<file path="src/rtl/stm_pkg.sv">
// Shared types and constants for the sparse triplet merge-add block.
package stm_pkg;

   // Commands carried in req_tuser
   localparam logic [1:0] CMD_LOAD   = 2'd0;
   localparam logic [1:0] CMD_MERGE  = 2'd1;
   localparam logic [1:0] CMD_FINISH = 2'd2;

   // Configuration register indexes
   localparam logic CSR_ROWS = 1'b0;
   localparam logic CSR_COLS = 1'b1;

   // Defaults for top-level parameters
   localparam int DEF_STORE_DEPTH = 32;
   localparam int DEF_COORD_BITS  = 8;

   // Fixed field widths
   localparam int IN_COORD_W = 8;
   localparam int IN_VAL_W   = 32;
   localparam int OUT_DIM_W  = 9;
   localparam int OUT_VAL_W  = 33;
   localparam int CNT_OUT_W  = 7;
   localparam int REQ_DATA_W = 48;
   localparam int RSP_DATA_W = 64;

   localparam logic [OUT_DIM_W-1:0] DIM_RESET = 9'd256;

   typedef enum logic [1:0] {
      ST_IDLE,
      ST_FETCH,
      ST_STEP
   } state_type;

endpackage

</file>
<file path="src/rtl/stm_store.sv">
// Entry store for the first matrix: one write port, one registered read port.
module stm_store import stm_pkg::*; #(
   parameter int DEPTH  = DEF_STORE_DEPTH,
   parameter int IDX_W  = 5,
   parameter int DATA_W = 48
) (
   input  logic              clock,
   input  logic              wr_en,
   input  logic [IDX_W-1:0]  wr_addr,
   input  logic [DATA_W-1:0] wr_data,
   input  logic [IDX_W-1:0]  rd_addr,
   output logic [DATA_W-1:0] rd_data
);

   logic [DATA_W-1:0] mem [DEPTH];
   logic [DATA_W-1:0] rd_data_ff;

   always_ff @(posedge clock) begin
      if (wr_en) begin
         mem[wr_addr] <= wr_data;
      end
   end

   always_ff @(posedge clock) begin
      rd_data_ff <= mem[rd_addr];
   end

   assign rd_data = rd_data_ff;

endmodule

</file>
<file path="src/rtl/sparse_triplet_merge_add.sv">
// Sparse matrix adder: merges two row-major sorted coordinate lists.
//
// Usage: load every entry of the first matrix with command LOAD (one transfer,
// one cycle each, no result). Then send each entry of the second matrix with
// command MERGE: the block first returns every stored entry whose (row, col)
// lies before it, then the entry itself, added to a stored entry with equal
// coordinates if there is one (sums that come out zero are still returned),
// with tlast on that final result. FINISH returns the remaining stored entries
// and then a header result (tuser high, tlast high) carrying the configured
// row and column counts and the number of entries emitted (saturating at 127);
// the job state then clears, the dimension registers are kept. A LOAD beyond
// the store depth is dropped and raises store_overflow on every result until
// the next FINISH. Command 3 is ignored. MERGE and FINISH are paced by the
// single registered read port of the entry store, each stored entry they
// flush passing through address, then data, then compare/add and write of
// the output register. The output register lets a result wait while the
// sequencer moves on; a stalled rsp side holds the sequencer in its compare
// step. Configuration writes apply at once and are meant for idle periods.
module sparse_triplet_merge_add import stm_pkg::*; #(
   parameter int STORE_DEPTH = DEF_STORE_DEPTH,
   parameter int COORD_BITS  = DEF_COORD_BITS
) (
   input  logic                  clock,
   input  logic                  reset,
   // request channel
   input  logic                  req_tvalid,
   output logic                  req_tready,
   input  logic [REQ_DATA_W-1:0] req_tdata,  // in_row[7:0], in_col[15:8], in_value[47:16]
   input  logic [1:0]            req_tuser,  // command
   // result channel
   output logic                  rsp_tvalid,
   input  logic                  rsp_tready,
   output logic [RSP_DATA_W-1:0] rsp_tdata,  // out_row[8:0], out_col[17:9],
                                             // out_value[50:18], entry_count[57:51],
                                             // store_overflow[58], zero[63:59]
   output logic                  rsp_tuser,  // is_header
   output logic                  rsp_tlast,  // last result of the transfer's item
   // configuration
   input  logic                  csr_we,
   input  logic                  csr_index,
   input  logic [OUT_DIM_W-1:0]  csr_wdata
);

   // Coordinates kept after masking; the input fields are 8 bits wide
   localparam int CW     = (COORD_BITS < IN_COORD_W) ? COORD_BITS : IN_COORD_W;
   localparam int IDX_W  = (STORE_DEPTH > 1) ? $clog2(STORE_DEPTH) : 1;
   localparam int CNT_W  = $clog2(STORE_DEPTH + 1);
   localparam int ENT_W  = 2 * CW + IN_VAL_W;
   localparam logic [CNT_W-1:0]     DEPTH_C = CNT_W'(STORE_DEPTH);
   localparam logic [CNT_OUT_W-1:0] CNT_MAX = '1;

   state_type state_ff, state_in;

   // latched request
   logic [1:0]          cmd_ff, cmd_in;
   logic [CW-1:0]       row_ff, row_in;
   logic [CW-1:0]       col_ff, col_in;
   logic [IN_VAL_W-1:0] val_ff, val_in;

   // job state
   logic [CNT_W-1:0]     cnt_ff, cnt_in;      // entries stored
   logic [CNT_W-1:0]     idx_ff, idx_in;      // next stored entry to merge
   logic [CNT_OUT_W-1:0] merged_ff, merged_in;
   logic                 ovf_ff, ovf_in;

   // configuration
   logic [OUT_DIM_W-1:0] rows_ff, cols_ff;

   // output register
   logic                 rsp_vld_ff, rsp_vld_in;
   logic [OUT_DIM_W-1:0] rsp_row_ff, rsp_row_in;
   logic [OUT_DIM_W-1:0] rsp_col_ff, rsp_col_in;
   logic [OUT_VAL_W-1:0] rsp_val_ff, rsp_val_in;
   logic [CNT_OUT_W-1:0] rsp_cnt_ff, rsp_cnt_in;
   logic                 rsp_hdr_ff, rsp_hdr_in;
   logic                 rsp_last_ff, rsp_last_in;
   logic                 rsp_ovf_ff, rsp_ovf_in;

   // store interface
   logic             wr_en;
   logic [ENT_W-1:0] rd_data;
   logic [CW-1:0]    st_row, st_col;
   logic [IN_VAL_W-1:0] st_val;

   // shared adder and key compare
   logic                 out_free, have, key_lt, key_eq, take_stored, hit;
   logic [OUT_VAL_W-1:0] add_a, add_b, sum;
   logic [CNT_OUT_W-1:0] merged_inc;

   stm_store #(
      .DEPTH  (STORE_DEPTH),
      .IDX_W  (IDX_W),
      .DATA_W (ENT_W)
   ) u_store (
      .clock   (clock),
      .wr_en   (wr_en),
      .wr_addr (cnt_ff[IDX_W-1:0]),
      .wr_data ({req_tdata[16 +: IN_VAL_W], req_tdata[8 +: CW], req_tdata[0 +: CW]}),
      .rd_addr (idx_ff[IDX_W-1:0]),
      .rd_data (rd_data)
   );

   assign st_row = rd_data[0 +: CW];
   assign st_col = rd_data[CW +: CW];
   assign st_val = rd_data[2*CW +: IN_VAL_W];

   assign have   = (idx_ff < cnt_ff);
   assign key_lt = ({st_row, st_col} < {row_ff, col_ff});
   assign key_eq = ({st_row, st_col} == {row_ff, col_ff});
   // stored entry goes out alone: during FINISH, or when it sorts first
   assign take_stored = have && ((cmd_ff == CMD_FINISH) || key_lt);
   assign hit         = have && key_eq;

   assign add_a = take_stored ? '0 : {val_ff[IN_VAL_W-1], val_ff};
   assign add_b = (take_stored || hit) ? {st_val[IN_VAL_W-1], st_val} : '0;
   assign sum   = add_a + add_b;

   assign merged_inc = (merged_ff == CNT_MAX) ? merged_ff : merged_ff + 1'b1;
   assign out_free   = !rsp_vld_ff || rsp_tready;

   always_comb begin
      state_in    = state_ff;
      cmd_in      = cmd_ff;
      row_in      = row_ff;
      col_in      = col_ff;
      val_in      = val_ff;
      cnt_in      = cnt_ff;
      idx_in      = idx_ff;
      merged_in   = merged_ff;
      ovf_in      = ovf_ff;
      rsp_vld_in  = rsp_vld_ff && !rsp_tready;
      rsp_row_in  = rsp_row_ff;
      rsp_col_in  = rsp_col_ff;
      rsp_val_in  = rsp_val_ff;
      rsp_cnt_in  = rsp_cnt_ff;
      rsp_hdr_in  = rsp_hdr_ff;
      rsp_last_in = rsp_last_ff;
      rsp_ovf_in  = rsp_ovf_ff;
      req_tready  = 1'b0;
      wr_en       = 1'b0;

      case (state_ff)
         ST_IDLE: begin
            req_tready = 1'b1;
            if (req_tvalid) begin
               cmd_in = req_tuser;
               row_in = req_tdata[0 +: CW];
               col_in = req_tdata[8 +: CW];
               val_in = req_tdata[16 +: IN_VAL_W];
               case (req_tuser)
                  CMD_LOAD: begin
                     if (cnt_ff < DEPTH_C) begin
                        wr_en  = 1'b1;
                        cnt_in = cnt_ff + 1'b1;
                     end else begin
                        ovf_in = 1'b1;
                     end
                  end
                  CMD_MERGE, CMD_FINISH: state_in = ST_FETCH;
                  default: ;
               endcase
            end
         end

         ST_FETCH: state_in = ST_STEP;

         ST_STEP: begin
            if (out_free) begin
               rsp_vld_in = 1'b1;
               rsp_ovf_in = ovf_ff;
               rsp_val_in = sum;
               rsp_cnt_in = '0;
               rsp_hdr_in = 1'b0;
               if (take_stored) begin
                  rsp_row_in  = OUT_DIM_W'(st_row);
                  rsp_col_in  = OUT_DIM_W'(st_col);
                  rsp_last_in = 1'b0;
                  idx_in      = idx_ff + 1'b1;
                  merged_in   = merged_inc;
                  state_in    = ST_FETCH;
               end else if (cmd_ff == CMD_FINISH) begin
                  // header, then clear the job
                  rsp_row_in  = rows_ff;
                  rsp_col_in  = cols_ff;
                  rsp_val_in  = '0;
                  rsp_cnt_in  = merged_ff;
                  rsp_hdr_in  = 1'b1;
                  rsp_last_in = 1'b1;
                  cnt_in      = '0;
                  idx_in      = '0;
                  merged_in   = '0;
                  ovf_in      = 1'b0;
                  state_in    = ST_IDLE;
               end else begin
                  rsp_row_in  = OUT_DIM_W'(row_ff);
                  rsp_col_in  = OUT_DIM_W'(col_ff);
                  rsp_last_in = 1'b1;
                  if (hit) begin
                     idx_in = idx_ff + 1'b1;
                  end
                  merged_in = merged_inc;
                  state_in  = ST_IDLE;
               end
            end
         end

         default: state_in = ST_IDLE;
      endcase
   end

   always_ff @(posedge clock) begin
      if (reset) begin
         state_ff   <= ST_IDLE;
         cnt_ff     <= '0;
         idx_ff     <= '0;
         merged_ff  <= '0;
         ovf_ff     <= 1'b0;
         rsp_vld_ff <= 1'b0;
      end else begin
         state_ff   <= state_in;
         cnt_ff     <= cnt_in;
         idx_ff     <= idx_in;
         merged_ff  <= merged_in;
         ovf_ff     <= ovf_in;
         rsp_vld_ff <= rsp_vld_in;
      end
   end

   always_ff @(posedge clock) begin
      cmd_ff      <= cmd_in;
      row_ff      <= row_in;
      col_ff      <= col_in;
      val_ff      <= val_in;
      rsp_row_ff  <= rsp_row_in;
      rsp_col_ff  <= rsp_col_in;
      rsp_val_ff  <= rsp_val_in;
      rsp_cnt_ff  <= rsp_cnt_in;
      rsp_hdr_ff  <= rsp_hdr_in;
      rsp_last_ff <= rsp_last_in;
      rsp_ovf_ff  <= rsp_ovf_in;
   end

   // dimension registers
   always_ff @(posedge clock) begin
      if (reset) begin
         rows_ff <= DIM_RESET;
         cols_ff <= DIM_RESET;
      end else if (csr_we) begin
         case (csr_index)
            CSR_ROWS: rows_ff <= csr_wdata;
            CSR_COLS: cols_ff <= csr_wdata;
            default: ;
         endcase
      end
   end

   assign rsp_tvalid = rsp_vld_ff;
   assign rsp_tdata  = {5'd0, rsp_ovf_ff, rsp_cnt_ff, rsp_val_ff, rsp_col_ff, rsp_row_ff};
   assign rsp_tuser  = rsp_hdr_ff;
   assign rsp_tlast  = rsp_last_ff;

   // read pointer never passes the fill count
   a_idx_le_cnt: assert property (@(posedge clock) disable iff (reset)
      idx_ff <= cnt_ff)
      else $error("merge pointer beyond stored entries");

   a_cnt_le_depth: assert property (@(posedge clock) disable iff (reset)
      cnt_ff <= DEPTH_C)
      else $error("store fill count beyond depth");

   a_hdr_last: assert property (@(posedge clock) disable iff (reset)
      (rsp_tvalid && rsp_tuser) |-> rsp_tlast)
      else $error("header result without tlast");

   // a FINISH step that writes the header leaves the job cleared
   a_finish_clears: assert property (@(posedge clock) disable iff (reset)
      (state_ff == ST_STEP && out_free && !take_stored && cmd_ff == CMD_FINISH)
      |=> (cnt_ff == '0 && idx_ff == '0 && merged_ff == '0 && !ovf_ff))
      else $error("job state not cleared after header");

endmodule

</file>
<file path="config.mk">
export PLATFORM = sky130hd
export DESIGN_NAME = sparse_triplet_merge_add
export DESIGN_NICKNAME = d
export VERILOG_FILES = /design/src/rtl/stm_pkg.sv /design/src/rtl/stm_store.sv /design/src/rtl/sparse_triplet_merge_add.sv
export SDC_FILE = /design/constraint.sdc
export NUM_CORES = 2
export LEC_CHECK = 0
export BUFFER_PORTS_ARGS = -buffer_cell sky130_fd_sc_hd__buf_2
export CORE_UTILIZATION = 40
export CTS_CLUSTER_SIZE = 16
export DETAILED_ROUTE_END_ITERATION = 8
export SYNTH_ARGS = -nofsm -noshare
export SYNTH_HDL_FRONTEND = slang
export SYNTH_SLANG_ARGS = --single-unit
</file>
<file path="constraint.sdc">
create_clock -name clock -period 8.7 [get_ports clock]
set_input_delay 0.87 -clock clock [delete_from_list [all_inputs] [get_ports clock]]
set_output_delay 0.87 -clock clock [all_outputs]
set_load 0.01 [all_outputs]
</file>
==> metrics <==
via count=between 30000 and 40000; Leak=~24 nW; arrival time worst endpoint=around 5.8 ns; CP top delay family=compound AO/OA/AOI/OAI gates; Final Util=between 40% and 50%; final worst setup slack=around 3.4 ns; Reg clk slew, reported paths=~0.060 ns; status=finished, final reports clean; clk_lat worst skew=0.84 ns; filler cell count=about 14000; minimum hold slack=approximately 0.28 ns; Antenna Violating Nets Remaining=0; die boundary width=between 400 and 500 µm; PortBufs=approximately 130; area occupied by multi-input gates=0.01582 mm²; Area after DPL=between 0.07 and 0.08 mm²; max cap viols=0; Hold-fix buffers, CTS=0; IO Count=133; Cell Chain, Critical Path=inv_1 -> ha_1 -> nor2b_1 -> o211ai_1 -> a21oi_1 -> a211oi_1 -> o21ai_4 -> and2_1 -> ha_1 -> a21oi_1 -> a2111oi_0 -> nand4b_1 -> o21a_1 -> a41o_1 -> nor3_1 -> nor3_1; DP Wirelength=92.42 mm; Buf+Inv Stages, Crit Path=1; DIE HEIGHT=between 400 and 500 µm; Sequential Power Share=between 50% and 60%; Max Clk Rate=about 190 MHz; top cell type's share of synthesized area=73.12%; CP max FO=27; WP data required=between 9 and 10 ns; Layout area overhead=14.21%; post-cts resize count=0; WS Path Type=flip-flop to flip-flop; Fin Setup TNS=0 ns; H-tree depth=4; critical path's slowest cell=a2111oi_0; Sw Pwr=between 3 and 4 mW; register area share after synthesis=roughly 76%; Post-Layout Cell Count=5717; Synth async-reset ratio=0%; YS warnings=0; Pwr per Cell Area=~230 mW/mm²; min cycle time layout=5.318 ns; Synth Register Bits=around 1700; design area=roughly 0.077 mm²; largest area contributor in the netlist=edfxtp_1; CTS tree=done; Worst Tran Pin Value=1.149 ns; Worst Skew=0.05946 ns; placed cell count=5381; Worst Setup End Kind=flip-flop; Relative slew margins=a little under a quarter; antenna violations before repair=12; drt drc=0; Total GRT Usage=20.96%; Initial DRC Count=between 3000 and 4000; Routed WL per cell=slightly above 30 µm; Switching Fraction=about a fifth; setup slack after placement=around 3.5 ns; grt total ovfl=0; count leader, synth=edfxtp_1; Final period util=61.12%; final setup violation count=0; post-CTS setup buffer count=0; Pwr Total=roughly 18 mW; Core ar.=around 0.17 mm²; Seq. cell area=0.05126 mm²; Synth area leaders=edfxtp_1 (73%), mux4_2 (16%), dfxtp_1 (2.6%); Top FF cell, synth=edfxtp_1; Pre-Repair DR Iteration Count=5; Total Routed Length=between 150 and 200 mm; max-slew violation count=0; Comb pwr share=2.7%; vias in the first global route=33344; cells after synthesis=3140; layout cells sized above 1=between 20 and 30%; RSZ-0062 raised after global routing=no; wire length of the first global-routing pass=251.5 mm; Root Buffer=clkbuf_16; Die Footprint=around 0.17 mm²; nets=between 3000 and 4000; startpoint types=flip-flop; Longest Clk Path Bufs=3; CTS sink cnt=between 1500 and 2000; Final Wtd Congestion=around 0.84; vias per cell=roughly 5.8; Post-Syn Area=0.06764 mm²; pin count of the biggest net entering global routing=144; Peak VDD IR=~200 µV; Mean Syn Cell Area=21.54 µm²; Post-synth EDFFs=roughly 1600; Initial Utilization=about two fifths; number of cell rows=150; cell-internal power=approximately 14 mW; synth unique cells=60; TritonCTS buffer count=around 180; most common library cells after synthesis=edfxtp_1 (1647), mux4_2 (480), nand2_1 (106); Clk pwr share=between 40 and 50%; Fin. Hold Viols=0; Worst Hold Class=primary input to flip-flop; CP max stage delay=between 0.8 and 0.9 ns
path summary, 6_finish.rpt:
kind / slack, ns / from / cells after the start / end
min reg2reg: 0.46 / rows_ff[0] / 2 / rows_ff[0]
min: 0.28 / req_tuser[1] / 1 / cmd_ff[1]
max: 3.38 / col_ff[1] / 16 / rsp_val_ff[32]
max reg2reg: 3.38 / col_ff[1] / 16 / rsp_val_ff[32]
per-layer routing:
metal	up-vias	track usage (%)	routed length, µm	share of wire, %
met2	1336	33.20	85010	48
met3	236	4.050	13440	7.6
met5	-	0	97	0.055
met1	17791	29.82	75240	42
met4	14	5.370	3724	2.1
li1	13528	-	-	-
power by group through the flow:
stage                     sequential [mW]  combinational [mW]  clock (mW)
after detailed placement             9.40               0.487           0
after global placement               9.40               0.481           0
final                                9.23               0.484        7.91
after global routing                 9.23               0.531        8.33
after CTS                            9.23               0.489        8.04
after floorplan                      9.40               0.246           0
cells by family (layout without fill, tap and decap cells):
| kind of cell | after synthesis | after routing | share of synthesized area, % |
|---|---|---|---|
| mux | 534 | 534 | 16.87 |
| flops | 1736 | 1736 | 75.76 |
| xor+xnor | 18 | 18 | 0.2331 |
| fa+ha+maj | 61 | 61 | 1.140 |
| simple gates | 397 | 397 | 2.841 |
| compound gates | 200 | 200 | 1.883 |
| buf+inv | 193 | 558 | 1.271 |
| other cells | 1 | 9 | 0.005544 |
state kept, by name, indices dropped and copies added, names as in the netlist, 2 cells and up:
name             count
cnt_ff               6
rsp_cnt_ff           7
u_store.mem       1536
val_ff              32
rows_ff              9
rsp_val_ff          33
idx_ff               6
merged_ff            7
u_store.rd_data     48
state_ff             2
row_ff               8
rsp_col_ff           9
cmd_ff               2
col_ff               8
rsp_row_ff           9
cols_ff              9
cell usage in the layout, fill, tap and decap left out, types with 15 or more instances in the layout:
cell and count:
nor2_4 32, a21o_1 15, nand2_1 106, ha_1 60, a31oi_1 29, buf_4 61
clkinv_2 31, mux2_2 48, mux4_2 480, dfxtp_1 84, clkbuf_1 34, o21ai_0 24
inv_1 35, nor3_1 25, bufinv_16 19, nor2_1 70, nand3_1 23, a21oi_1 65
edfxtp_1 1647, buf_2 127, clkbuf_16 181, and2_1 69, and3_1 23, clkinv_1 26
final cells by class:
cell class,instances,area share [%]
flip-flops and latches,1736,66.35
diodes,4,0.01296
multi-input cells,1215,20.48
inverters,36,0.1782
well taps,2204,3.570
clock inverters,103,1.663
clock buffers,229,6.278
repair buffers,190,1.467
No activity file was read; power rests on OpenSTA's default activity.
